## config.mk

```make
export PLATFORM = sky130hd
export DESIGN_NAME = aavr_front_flat
export DESIGN_NICKNAME = d
export VERILOG_FILES = /design/src/sv/aavr_pkg.sv /design/src/sv/aavr_if.sv /design/src/sv/aavr_front.sv /design/src/flat_wrapper.sv
export SDC_FILE = /design/constraint.sdc
export NUM_CORES = 1
export LEC_CHECK = 0
export BUFFER_PORTS_ARGS = -buffer_cell sky130_fd_sc_hd__buf_2
export CAP_MARGIN = 20
export CORE_MARGIN = 8
export CORE_UTILIZATION = 35
export DETAILED_ROUTE_END_ITERATION = 8
export GPL_TIMING_DRIVEN = 0
export PLACE_DENSITY = 0.48
export SLEW_MARGIN = 5
export SYNTH_ARGS = -nofsm -noshare
export SYNTH_HDL_FRONTEND = slang
export SYNTH_SLANG_ARGS = --single-unit
export TNS_END_PERCENT = 5
```

## constraint.sdc

```tcl
create_clock -name clk -period 8.7 [get_ports clk]
set_clock_uncertainty 0.2 [all_clocks]
set_input_delay 0 -clock clk [delete_from_list [all_inputs] [get_ports clk]]
set_output_delay 0 -clock clk [all_outputs]
set_load 0.005 [all_outputs]
```

## src/sv/aavr_pkg.sv

```systemverilog
// ----------------------------------------------------------------------------
// Axis-angle rotation package
// Shared widths, constants, and payload types for the axis-angle rotation
// block.
// ----------------------------------------------------------------------------
`default_nettype none
package aavr_pkg;

    localparam int CordicSteps = 16;
    localparam int FracBits    = 16;

    localparam logic signed [47:0] Deg360 = 48'sd23592960;
    localparam logic signed [47:0] Deg270 = 48'sd17694720;
    localparam logic signed [47:0] Deg180 = 48'sd11796480;
    localparam logic signed [47:0] Deg90  = 48'sd5898240;

    // Whole-degree reduction: offset by a multiple of 360 to make the value
    // positive, then divide by 360 through a reciprocal in Q24.
    localparam logic [16:0] DegOffset  = 17'd33120;
    localparam logic [16:0] DegPerTurn = 17'd360;
    localparam logic [15:0] Recip360   = 16'd46604;

    localparam logic signed [31:0] RadPerDegQ30 = 32'sd18740330;
    localparam logic signed [33:0] CordicGain   = 34'sd652032874;

    typedef struct packed {
        logic signed [31:0] point_x;
        logic signed [31:0] point_y;
        logic signed [31:0] point_z;
        logic signed [15:0] axis_x;
        logic signed [15:0] axis_y;
        logic signed [15:0] axis_z;
        logic signed [31:0] angle_deg;
    } in_item_t;

    typedef struct packed {
        logic signed [31:0] rot_x;
        logic signed [31:0] rot_y;
        logic signed [31:0] rot_z;
    } out_item_t;

    // Front result: the folded angle in radians with the quadrant signs.
    typedef struct packed {
        logic signed [31:0] point_x;
        logic signed [31:0] point_y;
        logic signed [31:0] point_z;
        logic signed [15:0] axis_x;
        logic signed [15:0] axis_y;
        logic signed [15:0] axis_z;
        logic signed [33:0] z_rad;
        logic               sneg;
        logic               cneg;
    } job_t;

    function automatic logic signed [33:0] atan_q30(input int i);
        logic signed [33:0] t;
        case (i)
            0:  t = 34'sd843314857;
            1:  t = 34'sd497837830;
            2:  t = 34'sd263043837;
            3:  t = 34'sd133525159;
            4:  t = 34'sd67021687;
            5:  t = 34'sd33543516;
            6:  t = 34'sd16775851;
            7:  t = 34'sd8388437;
            8:  t = 34'sd4194283;
            9:  t = 34'sd2097149;
            default: t = (i < 31) ? (34'sd1 <<< (30 - i)) : 34'sd0;
        endcase
        return t;
    endfunction

endpackage
`default_nettype wire

```

## src/sv/aavr_if.sv

```systemverilog
// ----------------------------------------------------------------------------
// Axis-angle rotation stream interfaces
// Valid/ready channels for input items and result items.
// ----------------------------------------------------------------------------
`default_nettype none
interface aavr_in_if;
    logic               valid;
    logic               ready;
    aavr_pkg::in_item_t data;
    modport source (output valid, output data, input ready);
    modport sink (input valid, input data, output ready);
endinterface

`default_nettype wire

```

## src/sv/aavr_front.sv

```systemverilog
// ----------------------------------------------------------------------------
// Axis-angle rotation front end
// Reduces the angle modulo 360, folds it into the first quadrant, and
// converts it to Q30 radians over a short pipeline.
// ----------------------------------------------------------------------------
`default_nettype none
module aavr_front (
    input  wire logic                clk,
    input  wire logic                rst_n,
    aavr_in_if.sink                  in_ch,
    output logic                     job_valid,
    output aavr_pkg::job_t           job,
    input  wire logic                advance
);
    // Stage 1: modulo; stage 2: fold; stage 3: radians.
    logic              v1_reg, v2_reg, v3_reg;
    aavr_pkg::in_item_t it1_reg, it2_reg, it3_reg;
    logic signed [47:0] r1_reg;
    logic signed [47:0] a2_reg;
    logic               sn2_reg, cn2_reg, sn3_reg, cn3_reg;
    logic signed [33:0] z3_reg;
    logic signed [47:0] r_next, a_next;
    logic signed [55:0] prod;
    logic               sn_next, cn_next;
    logic [16:0]        deg_off, deg_rem;
    logic [32:0]        deg_prod;
    logic [7:0]         deg_quot;

    assign in_ch.ready = advance;

    // The fraction bits pass through; only the whole degrees are reduced.
    always_comb
    begin
        deg_off  = {in_ch.data.angle_deg[31], in_ch.data.angle_deg[31:16]}
                   + aavr_pkg::DegOffset;
        deg_prod = 33'(deg_off) * 33'(aavr_pkg::Recip360);
        deg_quot = deg_prod[31:24];
        deg_rem  = deg_off - 17'(deg_quot) * aavr_pkg::DegPerTurn;
        r_next   = 48'({deg_rem[8:0], in_ch.data.angle_deg[15:0]});
    end

    always_comb
    begin
        sn_next = 1'b0;
        cn_next = 1'b0;
        if (r1_reg <= aavr_pkg::Deg90)
        begin
            a_next = r1_reg;
        end
        else if (r1_reg <= aavr_pkg::Deg180)
        begin
            a_next  = aavr_pkg::Deg180 - r1_reg;
            cn_next = 1'b1;
        end
        else if (r1_reg <= aavr_pkg::Deg270)
        begin
            a_next  = r1_reg - aavr_pkg::Deg180;
            sn_next = 1'b1;
            cn_next = 1'b1;
        end
        else
        begin
            a_next  = aavr_pkg::Deg360 - r1_reg;
            sn_next = 1'b1;
        end
    end

    assign prod = 56'(signed'({1'b0, a2_reg[23:0]})) * 56'(aavr_pkg::RadPerDegQ30)
                  + 56'sd32768;

    always_ff @(posedge clk or negedge rst_n)
    begin
        if (!rst_n)
        begin
            v1_reg <= 1'b0;
            v2_reg <= 1'b0;
            v3_reg <= 1'b0;
        end
        else if (advance)
        begin
            v1_reg <= in_ch.valid;
            v2_reg <= v1_reg;
            v3_reg <= v2_reg;
        end
    end

    always_ff @(posedge clk)
    begin
        if (advance)
        begin
            it1_reg <= in_ch.data;
            r1_reg  <= r_next;
            it2_reg <= it1_reg;
            a2_reg  <= a_next;
            sn2_reg <= sn_next;
            cn2_reg <= cn_next;
            it3_reg <= it2_reg;
            z3_reg  <= 34'(prod >>> 16);
            sn3_reg <= sn2_reg;
            cn3_reg <= cn2_reg;
        end
    end

    assign job_valid   = v3_reg;
    assign job.point_x = it3_reg.point_x;
    assign job.point_y = it3_reg.point_y;
    assign job.point_z = it3_reg.point_z;
    assign job.axis_x  = it3_reg.axis_x;
    assign job.axis_y  = it3_reg.axis_y;
    assign job.axis_z  = it3_reg.axis_z;
    assign job.z_rad   = z3_reg;
    assign job.sneg    = sn3_reg;
    assign job.cneg    = cn3_reg;
endmodule
`default_nettype wire

```

## src/flat_wrapper.sv

```systemverilog
// flat-port wrapper written by rule: the top's interface ports become plain ports
module aavr_front_flat 
  (clk, rst_n, job_valid, job, advance, in_ch_valid, in_ch_data, in_ch_ready);
  aavr_in_if in_ch_i ();
  input  wire logic clk;
  input  wire logic rst_n;
  output logic job_valid;
  output aavr_pkg::job_t job;
  input  wire logic advance;
  input wire logic [$bits(in_ch_i.valid)-1:0] in_ch_valid;
  input wire logic [$bits(in_ch_i.data)-1:0] in_ch_data;
  output wire logic [$bits(in_ch_i.ready)-1:0] in_ch_ready;
  assign in_ch_i.valid = in_ch_valid;
  assign in_ch_i.data = in_ch_data;
  assign in_ch_ready = in_ch_i.ready;
  aavr_front u_core (.clk(clk), .rst_n(rst_n), .in_ch(in_ch_i), .job_valid(job_valid), .job(job), .advance(advance));
endmodule
```

==> results.sh, run 1 <==
export IMPL_status="finished clean"
export IMPL_crit_top_cell="fa_1"
export IMPL_start_kind="flip-flop"
export IMPL_numPlacedInstances=3953
export IMPL_drt_iter0_markers=945
export IMPL_clk_pin_slew_ns=0.06
export IMPL_slew_headroom_pct=41.0
export IMPL_dr_total_vias=19900
export IMPL_hold_viol_final=0
export IMPL_die_h_um=321
export IMPL_wl_per_cell_um=17.9
export IMPL_fmax_ghz=0.118
export IMPL_slew_viol_final=0
export IMPL_tritoncts="yes"
export IMPL_nNetsFinal=3981
export IMPL_ys_flop_type="edfxtp_1"
export IMPL_cpMaxStageDelayCell="fa_1"
export IMPL_cp_end_kind="flip-flop"
export IMPL_cts_root_buf="clkbuf_16"
export IMPL_grt_use_total_pct=15.5
export IMPL_gr_total_overflow=0
export IMPL_crit_buf_inv=6
export IMPL_grt_max_degree=133
export IMPL_cts_sinks=522
export IMPL_syn_to_final_growth_pct=28.7
export IMPL_synthesis_nets=3169
export IMPL_fin_setup_tns_ns=0
export IMPL_ys_ff_latch=522
export IMPL_hold_class="in2reg"
export IMPL_die_w_um=321
export IMPL_layoutNonFillerInstCount=4446
export IMPL_rsz0062_at_grt="true"
export IMPL_whs_ns=0.182
export IMPL_core_rowCount=111
export IMPL_post_route_util_pct=45.5
export IMPL_dieArea_um2=103000
export IMPL_start_util_pct=35.4
export IMPL_dp_hpwl_mm=62.1
export IMPL_drt_vias_per_instance=4.47
export IMPL_crit_fanout=10
export IMPL_drc=0
export IMPL_synth_edf_count=519
export IMPL_worstSkewPairLatency_ns=0.65
export IMPL_yosysMostFrequentCell="inv_1"
export IMPL_crit_type="reg2reg"
export IMPL_setup_viol=0
export IMPL_clk_path_buf_depth=3
export IMPL_yosys_top_cells_area="edfxtp_1 (48%), fa_1 (19%), ha_1 (13%)"
export IMPL_register_area_um2=15700
export IMPL_totalWireLength_mm=79.4
export IMPL_seq_area_frac_synth_pct=48.3
export IMPL_grt_pass1_vias=22000
export IMPL_async_reset_ff_share_pct=0.575
export IMPL_fin_crit_ns=8.48
export IMPL_required_ns=8.89
export IMPL_antenna_found_initial=0
export IMPL_globalplace_congestion=0.864
export IMPL_antenna_cells=0
export IMPL_synth_top_cell_by_area="edfxtp_1"
export IMPL_r2r_setup_slack_ns=0.22
export IMPL_io_pin_count=362
export IMPL_portBuffers=361
export IMPL_worst_slew_pin_slew_ns=0.879
export IMPL_maxCapViolCount=0
export IMPL_ys_types=104
export IMPL_crit_path_max_incr_delay_ns=0.59
export IMPL_drtAntennaViolNets=0
export IMPL_cts_made_buffers=56
export IMPL_drive_above_1_share_pct=18.9
export IMPL_crit_arrival_ns=8.67
export IMPL_grt_pass1_wl_mm=124
export IMPL_cp_top_family="adder cells"
export IMPL_syn_inst=2345
export IMPL_multi_input_area_um2=14800
export IMPL_ys_top_cells_by_count="inv_1 (530), edfxtp_1 (519), ha_1 (339)"
export IMPL_syn_cell_area_um2=32500
export IMPL_fillers=8392
export IMPL_htree_levels=2
export IMPL_first_pass_iters=5
export IMPL_yosysWarnings=0
export IMPL_period_share_pct=97.5
export IMPL_core_area_um2=91800
export IMPL_postSynthAreaPerCell_um2=13.8
export IMPL_synth_top_area_share_pct=48.0
[final cells by class]
class                      instances  area share (%)
inverter                         530            4.77
multi-input combinational       1264            35.4
timing repair buffer             754            13.6
sequential                       522            37.5
buffer                            29           0.383
tap                             1243            3.72
clock buffer                      68            3.46
clock inverter                    36            1.11
[per-layer routing]
layer  track usage [%]  part of all wire (%)  wire, um  up-vias
met5                 0                     0         0        -
met4              4.65                   2.8      2230        0
met3              3.42                   4.8      3830       98
met2              28.1                    52     41300      312
met1              18.2                    40     32000     9875
li1                  -                     -         -     9570
[metrics by stage]
step	area, um^2	worst slack (ns)
after floorplan	32500	0.521
after global placement	35800	-0.890
after detailed placement	35900	-0.963
final	41800	0.221
after CTS	41300	-0.242
after global routing	41800	-0.0292
[cell usage in the layout (no fill, tap or decap), types with 12 or more instances in the layout]
cell,instances
nor3_1,18
nand2_1,70
nand3_1,28
edfxtp_1,519
clkbuf_1,21
clkbuf_16,56
o21ai_0,25
buf_4,61
a21o_1,29
inv_1,522
a21oi_1,45
xor2_1,40
o211ai_1,13
nor2_1,45
ha_1,335
fa_1,305
nand4_1,16
a31oi_1,12
buf_2,367
dlygate4sd3_1,337
xnor2_1,67
[cell families (layout without fill, tap and decap cells)]
logic type,after synthesis,after routing,synth area share [%]
muxes,12,12,0.401
xor gates and xnor gates,118,118,3.40
buffers and inverters,559,1417,6.62
AOI/OAI and AO/OA,221,221,4.90
DFF,522,522,48.3
and+or+nand+nor,269,269,4.53
adders and majority gates,644,644,31.9
[what timing repair did]
item | in CTS | in global routing
hold buffers | 337 | 0
hold endpoints to repair | 253 | 0
endpoints found under the setup margin | 11 | 10
pin swaps | 1 | 6
resized for setup | 5 | 38
buffers inserted | 0 | 52
[worst paths after layout]
| kind | cells after the start | to | start |
|---|---|---|---|
| setup / recovery | 25 | u_core.z3_reg[31] | u_core.a2_reg[5] |
| hold / removal | 6 | u_core.r1_reg[24] | in_ch_data[24] |
| setup reg to reg | 25 | u_core.z3_reg[31] | u_core.a2_reg[5] |
| hold reg to reg | 0 | u_core.job[42] | u_core.it2_reg[38] |
| max in group asynchronous | 4 | u_core.v1_reg | rst_n |
| min in group asynchronous | 4 | u_core.v2_reg | rst_n |
[tightest hold or removal path: stages]
cell and delay, ns:
buf_2 0.12, xnor2_2 0.27, xnor2_1 0.17, xnor2_1 0.13, xnor2_1 0.09, xnor2_1 0.12
Power of run 1 is not shown: default switching activity piles up to over one toggle a cycle in this logic, so the estimate is an artifact.
==> run 2: changes to the inputs <==
--- a/config.mk
+++ b/config.mk
@@ -7,11 +7,13 @@
 export LEC_CHECK = 0
 export BUFFER_PORTS_ARGS = -buffer_cell sky130_fd_sc_hd__buf_2
 export CAP_MARGIN = 20
+export CELL_PAD_IN_SITES_DETAIL_PLACEMENT = 1
+export CELL_PAD_IN_SITES_GLOBAL_PLACEMENT = 2
 export CORE_MARGIN = 8
 export CORE_UTILIZATION = 35
 export DETAILED_ROUTE_END_ITERATION = 8
 export GPL_TIMING_DRIVEN = 0
-export PLACE_DENSITY = 0.48
+export PLACE_DENSITY = 0.65
 export SLEW_MARGIN = 5
 export SYNTH_ARGS = -nofsm -noshare
 export SYNTH_HDL_FRONTEND = slang
==> run 2 against run 1 <==
Die area is the same. Maximum frequency is 0.51% higher. Via count grew 3.0%. Design area grew 0.15%. Core utilization rose by 0.068 points. Wire length increased by 16%. Count of clock-buffer cells in the layout decreased by 9. Critical path type unchanged.
==> results.sh, run 2 (synthesis gave the netlist of run 1 again) <==
export IMPL_status="finished clean"
export IMPL_final_common_cell="inv_1"
export IMPL_grt_use_met2_pct=33.0
export IMPL_io_pin_count=362
export IMPL_syn_to_final_growth_pct=28.9
export IMPL_portBuffers=361
export IMPL_slew_headroom_pct=38.6
export IMPL_crit_type="reg2reg"
export IMPL_slew_viol_final=0
export IMPL_dr_total_vias=20400
export IMPL_drtAntennaViolNets=0
export IMPL_clk_path_buf_depth=3
export IMPL_rsz0062_at_grt="true"
export IMPL_antenna_found_initial=5
export IMPL_cts_sinks=522
export IMPL_worst_slew_pin_slew_ns=0.914
export IMPL_crit_fanout=10
export IMPL_layoutNonFillerInstCount=4452
export IMPL_grtUsageMet3_pct=3.85
export IMPL_die_h_um=321
export IMPL_hold_viol_final=0
export IMPL_tritoncts="yes"
export IMPL_post_route_util_pct=45.6
export IMPL_drt_vias_per_instance=4.59
export IMPL_cts_root_buf="clkbuf_16"
export IMPL_cp_end_kind="flip-flop"
export IMPL_grt_max_degree=108
export IMPL_core_rowCount=111
export IMPL_top_usage_layer="met2"
export IMPL_fillers=9510
export IMPL_grt_pass1_vias=23700
export IMPL_crit_buf_inv=6
export IMPL_fmax_ghz=0.119
export IMPL_start_util_pct=35.4
export IMPL_maxCapViolCount=0
export IMPL_nNetsFinal=3983
export IMPL_crit_top_cell="fa_1"
export IMPL_htree_levels=2
export IMPL_fin_crit_ns=8.44
export IMPL_cpMaxStageDelayCell="fa_1"
export IMPL_dp_hpwl_mm=67.4
export IMPL_met1_usage_pct=19.9
export IMPL_die_w_um=321
export IMPL_first_pass_iters=5
export IMPL_wl_per_cell_um=20.7
export IMPL_hold_class="in2reg"
export IMPL_worstSkewPairLatency_ns=0.66
export IMPL_crit_arrival_ns=8.64
export IMPL_drive_above_1_share_pct=19.1
export IMPL_dieArea_um2=103000
export IMPL_totalWireLength_mm=92.0
export IMPL_cts_made_buffers=56
export IMPL_crit_path_max_incr_delay_ns=0.59
export IMPL_required_ns=8.90
export IMPL_final_cell_mix="inv_1 (525), edfxtp_1 (519), buf_2 (367)"
export IMPL_globalplace_congestion=0.841
export IMPL_fin_setup_tns_ns=0
export IMPL_setup_viol=0
export IMPL_core_area_um2=91800
export IMPL_numPlacedInstances=3954
export IMPL_grt_use_total_pct=17.8
export IMPL_grt_pass1_wl_mm=140
export IMPL_clk_pin_slew_ns=0.06
export IMPL_period_share_pct=97.0
export IMPL_drt_iter0_markers=891
export IMPL_drc=0
export IMPL_start_kind="flip-flop"
export IMPL_whs_ns=0.161
export IMPL_cp_top_family="adder cells"
export IMPL_gr_total_overflow=0
==> run 2: worst min-delay path: cells and delay by family <==
| family | cells | cell delay, ns |
|---|---|---|
| buffers and inverters | 1 | 0.13 |
| XOR/XNOR | 5 | 0.76 |
==> run 2: cell type report <==
type	instances	area, um^2	share of cell area [%]
Inverter	530	1990	4.75
Tap cell	1243	1560	3.72
Sequential cell	522	15700	37.4
Antenna cell	5	12.5	0.0299
Timing Repair Buffer	757	5750	13.7
Clock inverter	44	494	1.18
Clock buffer	59	1410	3.38
Multi-Input combinational cell	1264	14800	35.4
Buffer	28	156	0.374
==> run 2: through the flow <==
stage	cell area, um^2	setup slack [ns]
final	41800	0.264
after global routing	41800	-0.0413
after CTS	41300	-0.241
after detailed placement	36000	-1.02
after global placement	35800	-0.958
after floorplan	32500	0.521
==> run 2: path summary, 6_finish.rpt <==
path,slack (ns),depth (start not counted),from,end
hold / removal,0.16,6,in_ch_data[24],u_core.r1_reg[24]
hold reg to reg,0.21,0,u_core.it1_reg[170],u_core.it2_reg[170]
setup / recovery,0.26,25,u_core.a2_reg[7],u_core.z3_reg[31]
min in group asynchronous,0.58,4,rst_n,u_core.v1_reg
setup reg to reg,0.26,25,u_core.a2_reg[7],u_core.z3_reg[31]
max in group asynchronous,7.56,4,rst_n,u_core.job_valid
==> run 2: per-layer routing <==
| layer | routed length (um) | part of all wire (%) | up-vias |
|---|---|---|---|
| li1 | - | - | 9594 |
| met1 | 35800 | 39 | 10400 |
| met2 | 48500 | 53 | 335 |
| met3 | 4210 | 4.6 | 135 |
| met4 | 3560 | 3.9 | 0 |
| met5 | 0 | 0 | - |
==> run 2: timing repair <==
action                     in CTS  in global routing
pin swaps                       1                 11
hold endpoints to repair      354                  0
setup endpoints to repair      11                 10
hold buffers                  338                  0
gates resized for setup         7                 32
buffers inserted                3                 50
Power of run 2 is left out for the same reason.
