===== src/sv/aavr_pkg.sv =====
// ----------------------------------------------------------------------------
// Axis-angle rotation package
// Shared widths, constants, and payload types for the axis-angle rotation
// block.
// ----------------------------------------------------------------------------
`default_nettype none
package aavr_pkg;

    localparam int CordicSteps = 16;
    localparam int FracBits    = 16;

    localparam logic signed [47:0] Deg360 = 48'sd23592960;
    localparam logic signed [47:0] Deg270 = 48'sd17694720;
    localparam logic signed [47:0] Deg180 = 48'sd11796480;
    localparam logic signed [47:0] Deg90  = 48'sd5898240;

    // Whole-degree reduction: offset by a multiple of 360 to make the value
    // positive, then divide by 360 through a reciprocal in Q24.
    localparam logic [16:0] DegOffset  = 17'd33120;
    localparam logic [16:0] DegPerTurn = 17'd360;
    localparam logic [15:0] Recip360   = 16'd46604;

    localparam logic signed [31:0] RadPerDegQ30 = 32'sd18740330;
    localparam logic signed [33:0] CordicGain   = 34'sd652032874;

    typedef struct packed {
        logic signed [31:0] point_x;
        logic signed [31:0] point_y;
        logic signed [31:0] point_z;
        logic signed [15:0] axis_x;
        logic signed [15:0] axis_y;
        logic signed [15:0] axis_z;
        logic signed [31:0] angle_deg;
    } in_item_t;

    typedef struct packed {
        logic signed [31:0] rot_x;
        logic signed [31:0] rot_y;
        logic signed [31:0] rot_z;
    } out_item_t;

    // Front result: the folded angle in radians with the quadrant signs.
    typedef struct packed {
        logic signed [31:0] point_x;
        logic signed [31:0] point_y;
        logic signed [31:0] point_z;
        logic signed [15:0] axis_x;
        logic signed [15:0] axis_y;
        logic signed [15:0] axis_z;
        logic signed [33:0] z_rad;
        logic               sneg;
        logic               cneg;
    } job_t;

    function automatic logic signed [33:0] atan_q30(input int i);
        logic signed [33:0] t;
        case (i)
            0:  t = 34'sd843314857;
            1:  t = 34'sd497837830;
            2:  t = 34'sd263043837;
            3:  t = 34'sd133525159;
            4:  t = 34'sd67021687;
            5:  t = 34'sd33543516;
            6:  t = 34'sd16775851;
            7:  t = 34'sd8388437;
            8:  t = 34'sd4194283;
            9:  t = 34'sd2097149;
            default: t = (i < 31) ? (34'sd1 <<< (30 - i)) : 34'sd0;
        endcase
        return t;
    endfunction

endpackage
`default_nettype wire


===== src/sv/aavr_queue.sv =====
// ----------------------------------------------------------------------------
// Axis-angle rotation job queue
// Two-entry queue between the front end and the back end.
// ----------------------------------------------------------------------------
`default_nettype none
module aavr_queue (
    input  wire logic      clk,
    input  wire logic      rst_n,
    input  wire logic      push,
    input  aavr_pkg::job_t push_data,
    output logic           full,
    output logic           empty,
    input  wire logic      pop,
    output aavr_pkg::job_t pop_data
);
    aavr_pkg::job_t mem_reg [2];
    logic       wp_reg, rp_reg;
    logic [1:0] cnt_reg;

    assign full     = (cnt_reg == 2'd2);
    assign empty    = (cnt_reg == 2'd0);
    assign pop_data = mem_reg[rp_reg];

    always_ff @(posedge clk or negedge rst_n)
    begin
        if (!rst_n)
        begin
            wp_reg  <= 1'b0;
            rp_reg  <= 1'b0;
            cnt_reg <= 2'd0;
        end
        else
        begin
            if (push)
            begin
                wp_reg <= ~wp_reg;
            end
            if (pop)
            begin
                rp_reg <= ~rp_reg;
            end
            cnt_reg <= cnt_reg + 2'(push) - 2'(pop);
        end
    end

    always_ff @(posedge clk)
    begin
        if (push)
        begin
            mem_reg[wp_reg] <= push_data;
        end
    end

`ifndef SYNTHESIS
    a_no_overflow: assert property (@(posedge clk) disable iff (!rst_n)
        full |-> !push || pop) else $error("queue overflow");
    a_no_underflow: assert property (@(posedge clk) disable iff (!rst_n)
        empty |-> !pop) else $error("queue underflow");
    a_count_range: assert property (@(posedge clk) disable iff (!rst_n)
        cnt_reg != 2'd3) else $error("queue count out of range");
`endif
endmodule
`default_nettype wire


===== config.mk =====
export PLATFORM = sky130hd
export DESIGN_NAME = aavr_queue
export DESIGN_NICKNAME = d
export VERILOG_FILES = /design/src/sv/aavr_pkg.sv /design/src/sv/aavr_queue.sv
export SDC_FILE = /design/constraint.sdc
export NUM_CORES = 1
export LEC_CHECK = 0
export BUFFER_PORTS_ARGS = -buffer_cell sky130_fd_sc_hd__clkbuf_2
export CORE_MARGIN = 3
export CORE_UTILIZATION = 46
export DETAILED_ROUTE_END_ITERATION = 16
export PLACE_DENSITY = 0.82
export SYNTH_ARGS = -nofsm -noshare
export SYNTH_HDL_FRONTEND = slang
export SYNTH_SLANG_ARGS = --single-unit

===== constraint.sdc =====
create_clock -name clk -period 22.1 [get_ports clk]
set_input_delay 1.105 -clock clk [delete_from_list [all_inputs] [get_ports clk]]
set_output_delay 1.105 -clock clk [all_outputs]
set_load 0.03 [all_outputs]

==> run metrics, run 1 <==
worst min path class=in -> async; vias per cell=4.93; outcome=complete, no violations; TritonCTS Sinks=364; unrepaired setup endpoints after global routing=no; drt pass-1 iters=4; register clock-pin slew on the reported worst setup and hold paths=roughly 60 ps; vias in the first global route=7,065; Chip Width=approximately 180 um; Clock Path Buffers=3; post-synthesis mux area share=17.5%; actual slew at the worst max-slew pin=1090 ps; setup TNS=0 ps; worst slack at placement=between 15,000 and 20,000 ps; CTS HTree Levels=2; worst vdd ir=0.000131 V; FF-to-FF Start=wp_reg; Simple-Gate Fraction of Synth Area=less than 1%; area leader, netlist=edfxtp_1; initial antenna violation count=2; initial core utilization=46.9%; fin area=16,900 sq um; WP data arrival=3150 ps; Syn-to-layout area delta=24.7%; worst-path fanout max=63; Final Hold Violating Endpoints=0; Synth Area in Compound Gates=0%; Tcrit/Tclk final=19.2%; combinational family with the most area after synthesis=multiplexers; initial DRC count=385; Seq cells post-synth=364; adder-cell share of the synthesized area=0.185%; all-layer global routing usage=~16%; TritonCTS Buffers=37; Die H=roughly 180 um; # resized after CTS=0; syn nets=approximately 760; post-synthesis sequential area ratio=80.6%; Routed WL=26,100 um; Port Buffers=365; R2R Setup Slk=~19,000 ps; fin crit period=~4300 ps; f_max=0.235 GHz; gr ovfl total=0; DR DRC count=0; Max-Cap Viols=0; crit end category=output port; diodes inserted=0; FF-to-FF End=mem_reg[0][165]; CTS tree=done; Crit Path Class=reg -> out; final setup violating endpoints=0; Cells after Synth=around 580; max reg flops=360; largest net degree at the start of global routing=74; final slew viol count=0; post-synthesis xor/xnor area fraction=0.305%; dpl hpwl=about 17,000 um; die footprint=31,500 sq um; cells on worst reg2reg path=3; Synth cell types=13; row count=62; RePlAce Congestion=0.721; post-route setup slack=17,850 ps; layout cells sized above 1=60.6%; most area-consuming cells after synthesis=edfxtp_1 80%, mux2_4 10%, mux2_2 7.5%; post-detailed-route wirelength per cell=19.0 um; Layout Skew=~12 ps; first-pass GRT wire length=38,700 um; P per Cell Area=142 nW/um^2; Placed Area=15,700 sq um; slew margin rel.=26.9%; Post-Syn Area=13,500 sq um; CTS root buffer=clkbuf_16; Yosys warning count=0; via count=6,772; clk_lat worst skew=500 ps; Mean Syn Cell Area=23.5 sq um; Net count, final=about 1,200; IO Pins=366; Startpoint Class=flop; # hold bufs at CTS=0; area share of the largest cell type after synthesis=79.8%; Static Leak=between 6 and 7 nW; Post-DRT Antenna Nets=0; Crit path required time=around 21,000 ps; postcts setup bufs=0; core area=about 29,000 sq um
-- metrics by stage --
| step | hold WS, ps | power [W] | instances | util, % |
|---|---|---|---|---|
| 3_5_place_dp | 551 | 0.00184 | 1310 | 54.5 |
| 3_3_place_gp | 530 | 0.00183 | 1310 | 54.5 |
| 2_1_floorplan | 455 | 0.00165 | 575 | - |
| 6_report | 399 | 0.00240 | 1375 | 58.5 |
| 4_1_cts | 380 | 0.00243 | 1375 | 58.5 |
| 5_1_grt | 379 | 0.00251 | 1375 | 58.5 |
-- worst max-delay path, stage by stage (launching register included) --
cell      delay (ps)
dfrtp_4         1010
buf_4            920
mux2_2           420
clkbuf_2         180
-- per-layer routing --
| metal | GRT usage, % | vias up | routed length, um |
|---|---|---|---|
| li1 | - | 3082 | - |
| met1 | 18.4 | 3334 | 9400 |
| met3 | 5.18 | 57 | 2390 |
| met5 | 0 | - | 27 |
| met2 | 27.9 | 295 | 13400 |
| met4 | 5.76 | 4 | 852 |
-- area by class of cell --
class                           instances  area [sq um]
Fill cell                            2167         12000
Sequential cell                       364         10900
Multi-Input combinational cell        189          2460
Timing Repair Buffer                  371          1870
Clock buffer                           51          1020
Tap cell                              384           480
Clock inverter                         14           124
Inverter                                2          7.51
-- report_power, final --
part           total [W]  switching (W)  internal, W
registers       0.000971      0.0000535     0.000918
clock network   0.000585       0.000238     0.000347
logic           0.000846       0.000537     0.000308
-- Yosys cell counts --
cell type	count
mux2_2	90
mux2_4	90
xor2_1	2
buf_6	11
ha_1	2
and2_1	1
dfrtp_1	4
xor3_1	1
edfxtp_1	360
inv_1	2
nor2_1	1
nor2b_1	2
buf_2	9
-- cells by family (layout without fill, tap and decap cells) --
logic type	count (synthesis)	after routing
xor gates and xnor gates	3	3
adders and majority gates	2	2
buffers and inverters	22	438
DFF	364	364
muxes	180	180
and+or+nand+nor	4	4
-- cell usage in the layout, fill, tap and decap left out --
| cell | instances |
|---|---|
| ha_1 | 2 |
| mux2_4 | 90 |
| clkinv_1 | 6 |
| nor2_1 | 1 |
| clkbuf_2 | 365 |
| dfrtp_1 | 3 |
| clkbuf_16 | 39 |
| xor3_1 | 1 |
| bufinv_16 | 2 |
| nor2b_1 | 1 |
| clkinv_2 | 3 |
| mux2_2 | 90 |
| dfrtp_4 | 1 |
| and2_4 | 1 |
| clkbuf_1 | 12 |
| xor2_1 | 2 |
| edfxtp_1 | 360 |
| nor2b_4 | 1 |
| clkinv_4 | 1 |
| buf_4 | 6 |
| inv_1 | 2 |
| inv_6 | 2 |
-- worst max-delay path by stage --
stage,startpoint,end,slack [ps],depth (start not counted)
after global routing,rp_reg,pop_data[2],17690,3
after detailed placement,push,mem_reg[0][139],17630,4
after global placement,push,mem_reg[0][164],17640,4
final,rp_reg,pop_data[3],17850,3
after CTS,rp_reg,pop_data[47],17810,3
after floorplan,push,mem_reg[0][0],12480,1
Note: power is estimated with default switching activity, not from simulation.
==> run 2: changes to the inputs <==
--- a/config.mk
+++ b/config.mk
@@ -5,6 +5,7 @@
 export SDC_FILE = /design/constraint.sdc
 export NUM_CORES = 1
 export LEC_CHECK = 0
+export ABC_AREA = 1
 export BUFFER_PORTS_ARGS = -buffer_cell sky130_fd_sc_hd__clkbuf_2
 export CORE_MARGIN = 3
 export CORE_UTILIZATION = 46
==> constraint.sdc (replaced) <==
create_clock -name clk -period 4.36 [get_ports clk]
set_input_delay 0.218 -clock clk [delete_from_list [all_inputs] [get_ports clk]]
set_output_delay 0.218 -clock clk [all_outputs]
set_load 0.03 [all_outputs]
==> run metrics, run 2 <==
Yosys warning count=0; all-layer global routing usage=between 20% and 30%; Post-DRT Antenna Nets=0; worst-path fanout max=90; Post-synth ARST share=1.10%; critical path, cell by cell=buf_4 -> nand2_1 -> o21ai_0 -> clkbuf_2; RePlAce Congestion=~0.81; Synth cell types=16; fin area=18,900 sq um; f_max=about 0.34 GHz; Startpoint Class=flop; final slew viol count=0; most area-consuming cells after synthesis=edfxtp_1 77%, inv_1 5.0%, nand2_1 5.0%; initial antenna violation count=1; TritonCTS Buffers=36; Net count, final=1,705; first-pass GRT wire length=54,700 um; Max-Cap Viols=0; drt pass-1 iters=5; largest net degree at the start of global routing=around 180; initial core utilization=46.8%; clk_lat worst skew=500 ps; Chip Width=180 um; Cells after Synth=965; syn nets=1,151; CTS HTree Levels=2; Syn-to-layout area delta=35.8%; post-synthesis sequential area ratio=78.2%; CP peak stage delay=1070 ps; gr ovfl total=0; placed cell count=1,688; crit end category=output port; Die H=180 um; combinational family with the most area after synthesis=compound AO/OA/AOI/OAI gates; Buf+Inv Stages, Crit Path=2; CTS root buffer=clkbuf_16; Tcrit/Tclk final=approximately 66%; area leader, netlist=edfxtp_1; area share of the largest cell type after synthesis=77.5%; post-synthesis xor/xnor area fraction=0.126%; Post-Syn Area=around 14,000 sq um; dpl hpwl=19,700 um; post-detailed-route wirelength per cell=17.9 um; post-route setup slack=1460 ps; via count=approximately 9,500; worst min path class=in -> async; Placed Area=16,000 sq um; top_reg_cell synth=edfxtp_1; Layout Cells excl Fill=1,930; DR DRC count=0; area of the multi-input gates=1940 sq um; adder-cell share of the synthesized area=0.179%; setup TNS=0 ps; CTS tree=done; post-synthesis mux area share=0%; outcome=complete, no violations; TritonCTS Sinks=364; max reg flops=360; final core occ=a little under two thirds; Port Buffers=365; most frequent cells in the layout=365 x clkbuf_2, 360 x edfxtp_1, 186 x inv_1, 186 x nand2_1, 183 x dlygate4sd3_1; FILL cells=2,009; slowest cell on the critical path=dfrtp_4; unrepaired setup endpoints after global routing=no; register clock-pin slew on the reported worst setup and hold paths=about 60 ps; Simple-Gate Fraction of Synth Area=5.12%; Static Leak=8.09 nW; worst vdd ir=0.000552 V; core area=29,800 sq um; WP data arrival=2680 ps; most common cell after layout, fill and taps aside=clkbuf_2; slew margin rel.=23.9%; Crit path required time=4140 ps; row count=between 60 and 70; Mean Syn Cell Area=roughly 14 sq um; Post-synth EDFFs=360; vias in the first global route=just over 10,000; Seq cells post-synth=364; die footprint=around 32,000 sq um; IO Pins=366; Final Hold Violating Endpoints=0; fin crit period=2900 ps; layout cells sized above 1=about 32%; Routed WL=~34,000 um; Synth Area in Compound Gates=8.39%; Crit Path Class=reg -> out; initial DRC count=766; P per Cell Area=680 nW/um^2; most frequent cells after synthesis=360 x edfxtp_1, 187 x inv_1, 186 x nand2_1, 72 x o21ai_2, 68 x o21ai_0; vias per cell=slightly below 5; Clock Path Buffers=3; Layout Skew=11.9 ps; worst slack at placement=2000 ps; Reg area=10,900 sq um; Largest delay share family, worst path=flip-flops; count leader, synth=edfxtp_1; actual slew at the worst max-slew pin=1140 ps; final setup violating endpoints=0
-- run 2: worst register-to-register path, delay by kind of cell, from the launching register on --
| family | cells | cell delay, ps |
|---|---|---|
| buffers and inverters | 2 | 1260 |
| DFF | 1 | 420 |
| and+or+nand+nor | 1 | 120 |
-- run 2: final cells by class --
class                           instances  share of cell area (%)
Multi-Input combinational cell        374                    10.2
Clock inverter                         14                   0.859
Inverter                              187                    3.73
Antenna cell                            1                  0.0132
Tap cell                              390                    2.58
Clock buffer                           44                    5.03
Timing Repair Buffer                  556                    20.0
Sequential cell                       364                    57.6
-- run 2: per-stage QoR --
step           total power, W  hold WS [ps]
5_1_grt                0.0135          68.8
4_1_cts                0.0129          44.8
6_report               0.0129          79.8
3_5_place_dp          0.00973          29.8
3_3_place_gp          0.00962          30.2
2_1_floorplan         0.00857         -77.6
-- run 2: worst paths after layout --
| check | from | end | slack (ps) | cells after the start |
|---|---|---|---|---|
| worst max-delay path | rp_reg | pop_data[60] | 1460 | 4 |
| worst min-delay path | rst_n | cnt_reg[0] | 80 | 2 |
| worst max register to register | wp_reg | mem_reg[1][88] | 2150 | 3 |
| worst min register to register | wp_reg | wp_reg | 540 | 1 |
| max in group asynchronous | rst_n | rp_reg | 4140 | 2 |
| min in group clk | push_data[48] | mem_reg[1][48] | 440 | 2 |
-- run 2: cell families after synthesis --
kind of cell | count (synthesis)
buffers and inverters | 227
AO/OA/AOI/OAI | 180
AND/OR/NAND/NOR | 190
XOR/XNOR | 2
adder cells (fa/ha/maj) | 2
flip-flops | 364
-- run 2: what timing repair did --
action	CTS	global route
hold buffers	183	0
buffers inserted	0	0
endpoints found under the hold margin	367	0
gates resized for setup	0	0
-- run 2: where the power goes --
part	internal [W]	total, W	leakage [nW]	switching (W)
registers	0.00465	0.00497	3.42	0.000315
logic	0.00125	0.00492	4.12	0.00366
clock network	0.00178	0.00299	0.546	0.00122
total	0.00768	0.0129	8.09	0.00519
-- run 2: layer usage --
layer	share of wire (%)	GRT usage (%)	up-vias
li1	-	-	4384
met1	36	25.8	4485
met2	50	36.5	567
met3	11	6.38	70
met4	2.6	6.05	0
met5	0	0	-
==> run 3: changes to the inputs <==
--- a/config.mk
+++ b/config.mk
@@ -5,12 +5,12 @@
 export SDC_FILE = /design/constraint.sdc
 export NUM_CORES = 1
 export LEC_CHECK = 0
-export ABC_AREA = 1
+export ABC_AREA = 0
 export BUFFER_PORTS_ARGS = -buffer_cell sky130_fd_sc_hd__clkbuf_2
 export CORE_MARGIN = 3
 export CORE_UTILIZATION = 46
 export DETAILED_ROUTE_END_ITERATION = 16
-export PLACE_DENSITY = 0.82
+export PLACE_DENSITY = 0.85
 export SYNTH_ARGS = -nofsm -noshare
 export SYNTH_HDL_FRONTEND = slang
 export SYNTH_SLANG_ARGS = --single-unit
==> constraint.sdc (replaced) <==
create_clock -name clk -period 2.5 [get_ports clk]
set_input_delay 0.125 -clock clk [delete_from_list [all_inputs] [get_ports clk]]
set_output_delay 0.125 -clock clk [all_outputs]
set_load 0.03 [all_outputs]
==> run metrics, run 3 (synthesis gave the netlist of run 1 again) <==
fin crit period=2290 ps; die footprint=between 30,000 and 40,000 sq um; switching power total=0.00765 W; Chip Width=178 um; Startpoint Class=flop; Hold Startpoint=push_data[20]; Layout Skew=15.4 ps; core area=between 20,000 and 30,000 sq um; dpl hpwl=18,900 um; switching part of the total power=34.7%; CTS root buffer=clkbuf_16; row count=62; FF-to-FF Start=wp_reg; initial antenna violation count=2; vias per cell=4.99; DR DRC count=0; Syn-to-layout area delta=39.6%; worst-path fanout max=24; worst min path class=in -> reg; # hold bufs at CTS=roughly 180; first-pass GRT wire length=47,200 um; postcts setup bufs=0; unrepaired setup endpoints after global routing=no; Max-Cap Viols=0; Clock Path Buffers=3; TritonCTS Sinks=364; Post-DRT Antenna Nets=0; Final Hold Violating Endpoints=0; f_max=0.437 GHz; clk_lat worst skew=500 ps; CTS HTree Levels=2; layout cells sized above 1=about half; final core occ=65.5%; combinational share of power=37.1%; # resized after CTS=0; Tcrit/Tclk final=91.6%; initial core utilization=46.9%; cells on worst reg2reg path=2; actual slew at the worst max-slew pin=747 ps; FF-to-FF End=mem_reg[0][105]; CTS tree=done; most frequent cells in the layout=365 x clkbuf_2, 360 x edfxtp_1, 184 x dlygate4sd3_1; Flop pwr share=about two fifths; via count=7,792; outcome=complete, no violations; Die H=178 um; vias in the first global route=8,368; Static Leak=7.52 nW; IO Pins=366; crit end category=output port; part of the power in the clock network=between 20% and 30%; Crit path required time=2380 ps; worst hold stages=2; Crit Path Class=reg -> out; setup TNS=0 ps; RePlAce Congestion=between 0.7 and 0.8; max reg flops=360; R2R Setup Slk=850 ps; Port Buffers=approximately 370; slew margin rel.=50.2%; worst vdd ir=between 0.001 and 0.0015 V; P per Cell Area=1170 nW/um^2; gr ovfl total=0; Power Internal=roughly 0.014 W; TritonCTS Buffers=36; final slew viol count=0; Routed WL=32,100 um; final setup violating endpoints=0; fin area=18,900 sq um; Net count, final=1,339; all-layer global routing usage=19.7%; post-detailed-route wirelength per cell=20.6 um; WP data arrival=2160 ps; FILL cells=1,854; most common cell after layout, fill and taps aside=clkbuf_2; largest net degree at the start of global routing=121; Hold EP=mem_reg[0][20]; register clock-pin slew on the reported worst setup and hold paths=60 ps; Placed Area=15,900 sq um; initial DRC count=481; drt pass-1 iters=5
run 3: cell types whose count changed in the layout (fill, tap and decap cells not counted), moves of 3 or more:
cell / change
o21ai_2: -72
buf_12: +3
inv_1: -184
nand2_1: -186
o21ai_1: -40
o21ai_0: -68
mux2_2: +90
mux2_4: +90
run 3: cell type report:
cell class	instances	area (sq um)	area share (%)
clock buffers	46	980	5.18
diodes	1	2.50	0.0132
clock inverters	15	203	1.07
inverters	2	7.51	0.0397
flip-flops and latches	364	10900	57.7
well taps	384	480	2.54
multi-input cells	189	2460	13.0
repair buffers	560	3850	20.4
run 3: worst max-delay path by stage:
stage	endpoint	start	slack, ps
finish	pop_data[26]	rp_reg	210
global route	pop_data[26]	rp_reg	130
CTS	pop_data[34]	rp_reg	180
detailed placement	pop_data[34]	rp_reg	760
global placement	pop_data[19]	rp_reg	810
floorplan	mem_reg[0][0]	wp_reg	-1020
run 3: metal layers:
layer  routed length (um)  track usage (%)
met5                   12                0
met4                  953             6.38
met3                 3010             6.05
met2                16600             35.1
met1                11600             22.6
run 3: per-stage QoR:
| step | setup WS (ps) | hold WS [ps] | total power (W) | instances |
|---|---|---|---|---|
| after floorplan | -1020 | -171 | 0.0144 | 575 |
| after global placement | 808 | -61.5 | 0.0163 | 1315 |
| after detailed placement | 764 | -58.8 | 0.0165 | 1315 |
| after CTS | 185 | 320 | 0.0221 | 1560 |
| after global routing | 125 | 331 | 0.0229 | 1561 |
| final | 211 | 345 | 0.0221 | 1561 |
run 3: power by group through the flow:
stage | combinational (W) | sequential, W | clock, W
floorplan | 0.00592 | 0.00850 | 0
global placement | 0.00779 | 0.00849 | 0
detailed placement | 0.00788 | 0.00858 | 0
CTS | 0.00815 | 0.00846 | 0.00549
global route | 0.00856 | 0.00858 | 0.00575
finish | 0.00818 | 0.00848 | 0.00540
run 3: worst max-delay path: stages, from the launching register on:
cell	delay, ps
dfrtp_4	630
buf_4	420
mux2_2	410
clkbuf_2	200
